<file path="config.mk">
export PLATFORM = sky130hd
export DESIGN_NAME = tsp_play_ctrl
export DESIGN_NICKNAME = d
export VERILOG_FILES = /design/src/design/tsp_pkg.sv /design/src/design/tsp_play_ctrl.sv
export SDC_FILE = /design/constraint.sdc
export NUM_CORES = 1
export LEC_CHECK = 0
export ABC_AREA = 0
export CELL_PAD_IN_SITES_DETAIL_PLACEMENT = 1
export CELL_PAD_IN_SITES_GLOBAL_PLACEMENT = 1
export CORE_ASPECT_RATIO = 1.5
export CORE_UTILIZATION = 44
export CTS_CLUSTER_SIZE = 28
export DETAILED_ROUTE_END_ITERATION = 10
export DONT_BUFFER_PORTS = 1
export GPL_ROUTABILITY_DRIVEN = 0
export HOLD_SLACK_MARGIN = 0.03
export PLACE_DENSITY_LB_ADDON = 0.1
export SYNTH_ARGS = -nofsm -noshare
export SYNTH_HDL_FRONTEND = slang
export SYNTH_SLANG_ARGS = --single-unit
</file>
<file path="constraint.sdc">
create_clock -name clk -period 6.05 [get_ports clk]
set_clock_uncertainty 0.15 [all_clocks]
set_input_delay 0.9075 -clock clk [delete_from_list [all_inputs] [get_ports clk]]
set_output_delay 0.9075 -clock clk [all_outputs]
set_load 0.02 [all_outputs]
</file>
<file path="src/design/tsp_pkg.sv">
// Shared types, request codes and helpers for the tone sequence player.
package tsp_pkg;

  localparam int FREQ_W = 11;
  localparam int DUR_W  = 16;
  localparam int IDX_W  = 8;
  localparam int GAP_W  = 8;
  localparam logic [GAP_W-1:0] GAP_RESET = 8'd20;

  typedef enum logic [1:0] {
    REQ_TICK  = 2'd0,
    REQ_START = 2'd1,
    REQ_STOP  = 2'd2,
    REQ_WRITE = 2'd3
  } req_e_t;

  // Store entry: frequency in the low bits, duration above it.
  typedef struct packed {
    logic [DUR_W-1:0]  dur;
    logic [FREQ_W-1:0] freq;
  } entry_t;

  typedef struct packed {
    req_e_t            kind;
    logic [FREQ_W-1:0] freq;
    logic [DUR_W-1:0]  dur;
  } req_t;

  typedef struct packed {
    logic [FREQ_W-1:0] tone_hz;
    logic              led_on;
    logic              playing;
    logic              finished;
  } result_t;

  function automatic logic is_end(input entry_t e);
    return (e.freq == '0) && (e.dur == '0);
  endfunction

endpackage

</file>
<file path="src/design/tsp_play_ctrl.sv">
// Playback state and per-word update logic: pointer, elapsed count, gap, tone.
module tsp_play_ctrl #(
  parameter int STORE_DEPTH = 256,
  localparam int AW = $clog2(STORE_DEPTH)
) (
  input  logic                       clk,
  input  logic                       rst_n,
  input  logic                       proc,
  input  tsp_pkg::req_t              req,
  input  logic [AW-1:0]              req_addr,
  input  logic [tsp_pkg::GAP_W-1:0]  gap_ms,
  input  tsp_pkg::entry_t            start_entry,
  input  tsp_pkg::entry_t            refill_data,
  output logic                       refill_en,
  output logic [AW-1:0]              refill_addr,
  output tsp_pkg::result_t           result
);

  logic                        active_r, active_nxt;
  logic [AW-1:0]               ptr_r, ptr_nxt;
  logic [tsp_pkg::DUR_W-1:0]   elapsed_r, elapsed_nxt;
  logic                        gap_r, gap_nxt;
  logic [tsp_pkg::FREQ_W-1:0]  tone_r, tone_nxt;
  tsp_pkg::entry_t             cur_r, cur_nxt;
  tsp_pkg::entry_t             ahead_r, ahead_nxt;
  logic                        ahead_pend_r;
  tsp_pkg::entry_t             ahead_eff;
  logic [AW-1:0]               ptr_inc;
  logic [tsp_pkg::DUR_W-1:0]   e_inc;
  logic [tsp_pkg::DUR_W-1:0]   gap_w;
  logic                        fin;

  function automatic logic [AW-1:0] wrap_inc(input logic [AW-1:0] a);
    return (a == AW'(STORE_DEPTH - 1)) ? '0 : a + 1'b1;
  endfunction

  // Entry after the pointer arrives from memory in the cycle after a refill read.
  assign ahead_eff = ahead_pend_r ? refill_data : ahead_r;
  assign ptr_inc   = wrap_inc(ptr_r);
  assign e_inc     = (elapsed_r == '1) ? elapsed_r : elapsed_r + 1'b1;
  assign gap_w     = tsp_pkg::DUR_W'(gap_ms);

  always_comb begin
    active_nxt  = active_r;
    ptr_nxt     = ptr_r;
    elapsed_nxt = elapsed_r;
    gap_nxt     = gap_r;
    tone_nxt    = tone_r;
    cur_nxt     = cur_r;
    ahead_nxt   = ahead_eff;
    fin         = 1'b0;
    refill_en   = 1'b0;
    refill_addr = wrap_inc(req_addr);
    case (req.kind)
      tsp_pkg::REQ_WRITE: begin
        // keep cached entries coherent with the store
        if (req_addr == ptr_r) begin
          cur_nxt = {req.dur, req.freq};
        end
        if (req_addr == ptr_inc) begin
          ahead_nxt = {req.dur, req.freq};
        end
      end
      tsp_pkg::REQ_START: begin
        active_nxt  = 1'b1;
        ptr_nxt     = req_addr;
        elapsed_nxt = '0;
        gap_nxt     = 1'b0;
        cur_nxt     = start_entry;
        tone_nxt    = tsp_pkg::is_end(start_entry) ? '0 : start_entry.freq;
        refill_en   = 1'b1;
        refill_addr = wrap_inc(req_addr);
      end
      tsp_pkg::REQ_STOP: begin
        active_nxt = 1'b0;
        tone_nxt   = '0;
      end
      tsp_pkg::REQ_TICK: begin
        if (active_r) begin
          if (tsp_pkg::is_end(cur_r)) begin
            active_nxt = 1'b0;
            tone_nxt   = '0;
            fin        = 1'b1;
          end else if (e_inc >= cur_r.dur) begin
            // advance to the next entry
            ptr_nxt     = ptr_inc;
            elapsed_nxt = '0;
            gap_nxt     = 1'b0;
            cur_nxt     = ahead_eff;
            refill_en   = 1'b1;
            refill_addr = wrap_inc(ptr_inc);
            if (tsp_pkg::is_end(ahead_eff)) begin
              active_nxt = 1'b0;
              tone_nxt   = '0;
              fin        = 1'b1;
            end else begin
              tone_nxt = ahead_eff.freq;
            end
          end else begin
            elapsed_nxt = e_inc;
            if (!gap_r && (cur_r.dur >= gap_w) && (e_inc >= cur_r.dur - gap_w)) begin
              gap_nxt  = 1'b1;
              tone_nxt = '0;
            end
          end
        end
      end
      default: begin
        active_nxt = active_r;
      end
    endcase
  end

  always_ff @(posedge clk) begin
    if (!rst_n) begin
      active_r     <= 1'b0;
      ptr_r        <= '0;
      elapsed_r    <= '0;
      gap_r        <= 1'b0;
      tone_r       <= '0;
      ahead_pend_r <= 1'b0;
    end else begin
      ahead_pend_r <= proc && refill_en;
      if (proc) begin
        active_r  <= active_nxt;
        ptr_r     <= ptr_nxt;
        elapsed_r <= elapsed_nxt;
        gap_r     <= gap_nxt;
        tone_r    <= tone_nxt;
      end
    end
  end

  always_ff @(posedge clk) begin
    if (proc) begin
      cur_r   <= cur_nxt;
      ahead_r <= ahead_nxt;
    end else if (ahead_pend_r) begin
      ahead_r <= refill_data;
    end
  end

  assign result.tone_hz  = tone_nxt;
  assign result.led_on   = (tone_nxt != '0);
  assign result.playing  = active_nxt;
  assign result.finished = fin;

endmodule

</file>
# ---- After elaboration in Yosys (flattened, before gate mapping)
# Index checks and enable logic that the tools add are counted.
dict set report word_totals {
  ff_bits 92
  latchBits 0
  ram_bits 0
  romBits 0
  in_bits 102
  output_inout_bits 23
  word_cells 104
  mem_count 0
}
dict set report op_classes {
  addsub 5
  mul 0
  div_mod_pow 0
  n_lt_le_gt_ge 3
  n_eq_ne 14
  n_shift 0
  mux 51
  bitwise_logic 0
  reduce_logical 21
}
# cell count
set ops {}
lappend ops {{2-to-1 mux 27 bit} 8}
lappend ops {{one-hot mux 27 bit (3 select lines)} 1}
lappend ops {{2-to-1 mux 8 bit} 10}
lappend ops {{2-to-1 mux 11 bit} 6}
lappend ops {{2-to-1 mux 16 bit} 4}
lappend ops {{zero test 16 bit} 3}
lappend ops {{zero test 11 bit} 3}
lappend ops {{one-hot mux 11 bit (3 select lines)} 1}
lappend ops {{>= comparator 16 bit} 2}
lappend ops {{one-hot mux 16 bit (2 select lines)} 1}
lappend ops {{adder 8 x 1 -> 8 bit (second input constant)} 3}
lappend ops {{== test 8 bit (second input constant)} 3}
lappend ops {{adder 16 x 1 -> 16 bit (second input constant)} 1}
lappend ops {{== test 16 bit (second input constant)} 1}
lappend ops {{== test 8 bit} 2}
lappend ops {{>= comparator 16 x 8 -> 1 bit} 1}
lappend ops {{2-to-1 mux 1 bit} 16}
lappend ops {{one-hot mux 8 bit (2 select lines)} 1}
lappend ops {{subtractor 16 x 8 -> 16 bit} 1}
lappend ops {{nonzero test 11 bit} 1}
lappend ops {{AND reduction 5 bit} 2}
lappend ops {{inequality test 2 bit (second input constant)} 4}
lappend ops {{logical AND 1 bit} 6}
lappend ops {{AND reduction 6 bit} 1}
lappend ops {{other kinds (10)} 12}

# ---- Logic depth before layout (Yosys ltp)
# Gate-level depths: netlist of the first run.
dict set report logic_depth {
  word_depth 10
  depth_mapped 22
  depth_no_buf 22
}

# ---- Worst setup path before layout of the first run
# No wires, ideal clock.
dict set report synth_timing {
  path_type {input to output}
  start {input port gap_ms[1] in the netlist's numbering}
  end {output port result[2] in the netlist's numbering}
  t_arrival_ps 5787
  t_required_ps 4992
  slack_ps -795
  path_stages 20
  n_path_buf 0
  cell_sequence {inv_1 > ha_1 > nor2b_1 > o21ai_0 > a21boi_0 > o21ai_0 > a21oi_1 > o21a_1 > o21ai_0 > nand4_1 > xnor2_1 > ha_1 > nand4_1 > or3_1 > o32a_1 > a221o_2 > a41o_4 > a222oi_1 > inv_1 > or4_1}
}
# item line
set synth_lines {}
lappend synth_lines {{start, declared} tsp_play_ctrl.sv:11} ;# input logic [tsp_pkg::GAP_W-1:0] gap_ms,
lappend synth_lines {{end, declared} tsp_play_ctrl.sv:16} ;# output tsp_pkg::result_t result

==> summary.md, run 1 <==
The synthesized design contains 92 register bits. The run gives 17760 um as the half-perimeter wire length of the detailed placement result. Port buffering added 0 buffers.

Across the VDD grid, the largest voltage drop is 135.0 uV. The design draws 1.652 mW. Counting the fill cells in the layout gives 1871. For the initial antenna violation count, the log shows 0. Start point of the worst min-delay path: tone_r[0].

For the number of distinct library cell variants in the gate-level netlist after synthesis, the log shows 83. The class of the tightest hold or removal check is flip-flop to flip-flop. The number of sinks handled by clock tree synthesis was 92.

The number of instances in the placed design is 1017. Pin placement for this block handled 125 I/O pins. Once detail routing completed, the nets flagged for antenna violations numbered 0. Of all cell types, the one taking the most synthesized area is sky130_fd_sc_hd__dfxtp_1.

The tightest hold path in the finished design has a slack of 0.3657 ns. Clock slew seen by the registers of the worst setup and hold paths: 0.08 ns. In the final routed layout, each cell accounts on average for 21.78 um. The tree is rooted in a sky130_fd_sc_hd__clkbuf_16.

The logs give 22690 um for the aggregate routed wire length and 1042 for the filler-free cell count of the finished design. Critical path startpoint category: a primary input. Summing all multi-input logic gate instances after layout gives 4661 um^2. The y dimension of the die was 157.3 um; the cell internal power dissipation was 1.153 mW.

Data on the critical path is required at its endpoint by 4.99 ns. After detailed routing, the number of vias per cell comes to 6.046. The share of total power consumed by net switching works out to 30.20%.

The reported leakage power is 3.322 nW. For the final cell area excluding filler cells, the log shows 7891 um^2. The Yosys warning count was 0. The tools report the element type at the critical path end as an output pin. The tools report the count of mapped cells out of synthesis as 819. For the synthesized net count, the log shows 966. The worst path setup slack after routing is -0.4084 ns, and the area added between synthesis and finish is 11.51%. The register area share after synthesis came out at 29.84%.

The run gives 981 as the net count of the finished layout. OpenSTA, run right after detailed placement, puts the worst setup slack at -0.5504 ns. The initialized floorplan defines 56 standard-cell rows. The logs give 35760 um for the global-route wire length before repair and 2 for the maximum clock insertion buffer count. For the via count of the first global-routing pass, the log shows 6789. The post-synthesis cell area is 7077 um^2. Buffers inserted during clock tree synthesis total 9. The number of antenna diodes in the final layout is 0. Sorting the synthesized cells by area gives the leading types as sky130_fd_sc_hd__dfxtp_1 (18%), sky130_fd_sc_hd__edfxtp_1 (11%), sky130_fd_sc_hd__ha_1 (7.8%), sky130_fd_sc_hd__nand2_1 (4.7%), sky130_fd_sc_hd__mux2_2 (4.6%). Global routing used 28.08% of the available tracks. The run finished, with violations left. Setup repair after global routing could not meet its margin everywhere.

The final critical delay including setup and external delays is 6.458 ns, and the data arrival time of the critical path is 5.40 ns. Leftover overflow at the end of global routing: 0. In this run the power density over the cells is 209.3 nW/um^2. The final reports fail on negative setup slack.

The share of async-settable or async-resettable flops after synthesis came out at 0%. The slew at the pin with the worst max-slew slack works out to 1.236 ns. In this run the biggest area consumer among cell types represents 18.39% of the synthesized area. The instance area at placement is 7457 um^2, and the number of flops mapped to enable cells by yosys is 27. The first-pass iteration count of the detailed router is 4, and the count of max-cap constraint violations is 0. From left edge to right edge, the die measures 105.6 um. Entering global routing, the biggest net connects 67 pins. In the post-synthesis netlist, the cell with the most instances is sky130_fd_sc_hd__nand2_1. For this run, the top clock speed supported by timing is 154.8 MHz.

The tools report the power dissipated by switching net loads as 0.4989 mW. The most critical setup path has its startpoint at gap_ms[1]. The clock network accounts for 35.1% of the total power. In this run, the combinational gates consume 20.6% of the power.

By count the netlist is led by sky130_fd_sc_hd__nand2_1 (88), sky130_fd_sc_hd__dfxtp_1 (65), sky130_fd_sc_hd__ha_1 (44), sky130_fd_sc_hd__nor2_1 (44), sky130_fd_sc_hd__o21ai_0 (43). Traced cell by cell, the critical path runs through inv_12 > ha_4 > nor2b_4 > o21ai_2 > a21boi_2 > o21ai_2 > a21oi_2 > o21a_1 > o21ai_4 > nand4_1 > xnor2_1 > ha_1 > nand4_1 > or3_1 > o32a_1 > a221o_2 > a41o_4 > a222oi_1 > inv_1 > or4_4. The critical path is of the primary input to output pin type. The tools report the worst relative slew slack as 17.57%. Setup violations remaining at the end of the flow were counted as 2. The logs give 0 for the total count of max-transition violations in the final report and 44.3% for the proportion of power drawn by flip-flops and latches. The detailed router placed 6300 vias in this run. The slowest stage of the critical path belongs to the cell sky130_fd_sc_hd__or4_4.

In this run the number of H-tree levels came out at 3. For this configuration, the core starts out at a cell density of 45.09%. Ratio of cells with drive above 1 in the final layout: 16.45%. For the final routed database, the setup TNS stands at -0.4869 ns. The per-instance average area after synthesis was 8.641 um^2; the count of final hold-check violations was 0.

On the worst path, the slowest cell contributes a delay of 0.59 ns. For the worst-skew pair, the clock arrives at the later sink with an insertion delay of 0.36 ns. After the first detailed-routing iteration, the DRC count stood at 249. TritonCTS built the clock tree. In this run the critical register-to-register path is launched from cur_r[12].

The sequential cells in the finished layout cover a total of 2112 um^2. The floorplan step defined a core boundary enclosing 15700 um^2. Flip-flop cell with the highest count after synthesis: sky130_fd_sc_hd__dfxtp_1. Along the worst path, the maximum fanout reaches 6. After detailed routing, the number of remaining DRC violations is 0.

The final cycle utilization of the critical path is 106.8%. The die covers 16610 um^2. Cells fill 50.28% of the core in the end.
[kinds of logic after synthesis]
kind of cell / after synthesis / share of synthesized area, %
compound gates: 169 / 15.86
xor+xnor: 55 / 6.807
fa+ha+maj: 45 / 8.062
buf+inv: 89 / 5.534
flops: 92 / 29.84
mux: 86 / 13.15
simple gates: 283 / 20.74
[power by group through the flow]
stage	Clock (mW)	Combinational [mW]	Sequential, mW
2_1_floorplan	0	0.262	0.729
3_3_place_gp	0	0.311	0.742
3_5_place_dp	0	0.327	0.745
4_1_cts	0.596	0.338	0.732
5_1_grt	0.616	0.371	0.738
6_report	0.581	0.340	0.731
[cells in the final DEF, fill, tap and decap left out, types with 30 or more instances in the layout]
| cell type | n |
|---|---|
| sky130_fd_sc_hd__nand3_1 | 30 |
| sky130_fd_sc_hd__ha_1 | 42 |
| sky130_fd_sc_hd__o21ai_0 | 39 |
| sky130_fd_sc_hd__nor2_1 | 43 |
| sky130_fd_sc_hd__mux2i_1 | 30 |
| sky130_fd_sc_hd__dfxtp_1 | 65 |
| sky130_fd_sc_hd__xnor2_1 | 36 |
| sky130_fd_sc_hd__inv_1 | 39 |
| sky130_fd_sc_hd__nand2_1 | 87 |
| sky130_fd_sc_hd__buf_4 | 49 |
| sky130_fd_sc_hd__a21oi_1 | 30 |
[layout make-up]
type / count / area share (%)
sequential: 92 / 26.76
multi-input combinational: 638 / 59.06
inverter: 42 / 2.188
timing repair buffer: 51 / 4.947
clock inverter: 7 / 0.9672
clock buffer: 9 / 2.854
tap: 203 / 3.219
[worst paths after layout]
| check | depth (start not counted) | endpoint | slack [ns] |
|---|---|---|---|
| worst max-delay path | 20 | result[2] | -0.41 |
| worst min-delay path | 1 | tone_r[0] | 0.37 |
| worst max register to register | 22 | tone_r[4] | 1.00 |
| worst min register to register | 1 | tone_r[0] | 0.37 |
[metal layers]
layer	vias up	GRT usage (%)	share of wire, %
met5	-	0	0
met4	0	13.89	4.2
met3	55	6.004	4.8
met2	150	52.82	53
met1	3111	29.32	38
li1	2984	-	-
[repair_timing]
action	in CTS	in global routing
pin swaps	3	8
setup buffers	6	4
hold buffers	0	0
setup endpoints to repair	3	6
resized for setup	8	8
[critical path, delay by kind of cell]
kind | cells | cell delay, ns
AO/OA/AOI/OAI | 10 | 2.33
AND/OR/NAND/NOR | 5 | 1.32
adder cells (fa/ha/maj) | 2 | 0.51
XOR/XNOR | 1 | 0.17
buffers and inverters | 2 | 0.16
[state kept, by name, indices dropped and copies added (netlist names)]
name and cells:
ptr_r 8, gap_r 1, elapsed_r 16, tone_r 11, ahead_r 27, active_r 1
ahead_pend_r 1, cur_r 27
(Power assumes the default switching activity.)
==> inputs of run 2 (changes only) <==
MAX_ROUTING_LAYER = met4   (was unset)
==> run 2 against run 1 <==
  * The flow still finishes with violations (negative setup slack)
  * Clock power is essentially flat
  * Core utilization is the same
  * Highest routed layer unchanged
  * Sequential cell count is the same
  * Total power is essentially flat
  * Sequential power is essentially flat
  * Die area is the same
  * First-iteration DRC count shrank 13%
  * Sequential share of layout area is the same
  * Register-to-register slack is essentially flat
  * Non-clock buffer count is the same
==> summary.md, run 2 (synthesized netlist as in run 1, its figures left out) <==
Across the run, the number of max-cap violations was 0. The category of the critical setup timing path was primary input to output pin. The run gives 16610 um^2 as the area of the die. The most common cell after layout, fill and taps aside is sky130_fd_sc_hd__nand2_1.

In the routed layout, each cell is associated on average with a via count of 6.052. Leaving out fill and tap cells, the most frequent cells in the layout are sky130_fd_sc_hd__nand2_1 (87), sky130_fd_sc_hd__dfxtp_1 (65), sky130_fd_sc_hd__buf_4 (49). Summed over all nets, the half-perimeter wirelength after detailed placement is 17760 um.

Setup repair after global routing could not meet its margin everywhere. The data arrival time of the critical path was 5.42 ns; the starting density of the core was 45.09%. The final layout contains 981 nets.

STA classifies the critical path startpoint as a primary input. Setup violations remaining at the end of the flow were counted as 2. The y dimension of the die was 157.3 um; the maximum net fanout on the critical path was 6.

The clock slew seen by the registers of the worst setup and hold paths came out at 0.08 ns. The detailed-routing wirelength on met1 came out at 8791 um. The path class of the tightest hold or removal check is flip-flop to flip-flop. The run gives 1017 as the number of instances in the placed design. For the placement row count, the log shows 56. The die width works out to 105.6 um. The initial antenna violation count is 0.

The via count of the first global-routing pass came out at 6805. The clock buffer count from CTS was 9; the worst relative slew slack was 17.45%. The run finished, with violations left.

Across all layers, the routed design uses 6306 vias. The global-route wire length before repair is 35740 um. The critical-path cell with the highest stage delay is sky130_fd_sc_hd__or4_4. The repair_antennas step left the layout with diodes totalling 0. For this design the ratio of total power to cell area is 209.2 nW/um^2.

In the final layout, the share of cells above drive strength 1 is 16.45%. Per-cell routed wire length: 21.80 um. TritonCTS built the clock tree. The tools report the count of final hold-check violations as 0.

For the number of top-level design ports, the log shows 125. For the worst setup path, the data required time is 4.99 ns. The total number of H-tree levels was 3; the aggregate routed wire length was 22720 um. The final reports fail on negative setup slack. The slew at the pin with the worst max-slew slack was 1.238 ns. The final cycle utilization of the critical path is 107.1%. For this run, design rule violations remaining after detail routing come to 0. Together, buffers and inverters on the worst path number 2. For the placeable core region, the log shows 15700 um^2. The later-pin clock latency in the skew report is 0.36 ns, and the area added between synthesis and finish is 11.51%. In this run the deepest clock path goes through 2 buffers. The largest registers in the layout are ahead_r (27), cur_r (27), elapsed_r (16). For the total track usage, the log shows 28.88%. The final critical delay including setup and external delays is 6.478 ns, and the remaining antenna violation count after routing is 0. Detailed routing placed a total of 12040 um of wire on met2. The total count of max-transition violations in the final report was 0. The logs give -0.4283 ns for the worst path setup slack after routing and 135.0 uV for the worst vdd rail ir drop. On the worst path, the slowest cell contributes a delay of 0.59 ns.

The routed design uses 944 um of met3 wire. For the reported leakage power, the log shows 3.322 nW. Walking the worst path, the cells encountered are inv_12 > ha_4 > nor2b_4 > o21ai_2 > a21boi_2 > o21ai_2 > a21oi_2 > o21a_1 > o21ai_4 > nand4_1 > xnor2_1 > ha_1 > nand4_1 > or3_1 > o32a_1 > a221o_2 > a41o_4 > a222oi_1 > inv_1 > or4_4. The run gives 217 as the number of DRC markers after the initial detailed-route iteration.

The worst setup path is captured at an output pin. For this run, the top clock speed supported by timing is 154.4 MHz. Clock tree synthesis found a total of 92 sinks. The maximum number of pins on one net before global-route repair is 67, and the count of port buffers added during placement is 0. The family with the most delay on the worst path is compound AO/OA/AOI/OAI gates.

The leftover overflow at the end of global routing is 0. Routed signal wires occupy layers up through met4. The clock root buffer master was sky130_fd_sc_hd__clkbuf_16.

The logs give 6 for the first-pass iteration count of the detailed router and -0.5272 ns for the accumulated negative setup slack. After the flow finishes, the layout carries non-filler instances totaling 1042.
-- run 2: layout make-up --
| type | count | area (um^2) |
|---|---|---|
| Multi-Input combinational cell | 638 | 4661 |
| Clock inverter | 7 | 76.32 |
| Timing Repair Buffer | 51 | 390.4 |
| Fill cell | 1871 | 7804 |
| Inverter | 42 | 172.7 |
| Sequential cell | 92 | 2112 |
| Clock buffer | 9 | 225.2 |
| Tap cell | 203 | 254.0 |
-- run 2: per-stage QoR --
stage / setup WS (ns) / total power [mW] / instance area [um^2] / hold slack (ns) / util (%)
floorplan: -0.1930 / 0.9917 / 7111 / 0.3036 / -
global placement: -0.3405 / 1.053 / 7457 / 0.3170 / 47.51
detailed placement: -0.5504 / 1.073 / 7457 / 0.3408 / 47.51
CTS: -0.3917 / 1.666 / 7841 / 0.3603 / 49.96
global route: -0.6024 / 1.726 / 7891 / 0.3861 / 50.28
finish: -0.4283 / 1.651 / 7891 / 0.3642 / 50.28
-- run 2: timing repair --
item                                   CTS  global route
buffers inserted                         6             4
hold buffers                             0             0
endpoints found under the hold margin    0             0
setup endpoints to repair                3             6
pin swaps                                3             8
resized for setup                        8             8
cloned                                   0             0
-- run 2: final timing paths --
check / start / endpoint / slack [ns] / cells past startpoint
worst max-delay path: gap_ms[1] / result[2] / -0.43 / 20
worst min-delay path: tone_r[0] / tone_r[0] / 0.36 / 1
worst max register to register: cur_r[12] / tone_r[4] / 0.99 / 22
worst min register to register: tone_r[0] / tone_r[0] / 0.36 / 1
-- run 2: power breakdown --
group / switching (mW) / internal [mW] / total, mW
logic: 0.177 / 0.163 / 0.340
registers: 0.0359 / 0.696 / 0.731
clock network: 0.285 / 0.294 / 0.579
-- run 2: metal layers --
layer | GRT usage (%) | up-vias
met5 | - | -
met4 | 14.02 | 0
met3 | 5.466 | 62
met2 | 53.16 | 146
met1 | 29.27 | 3115
li1 | - | 2983
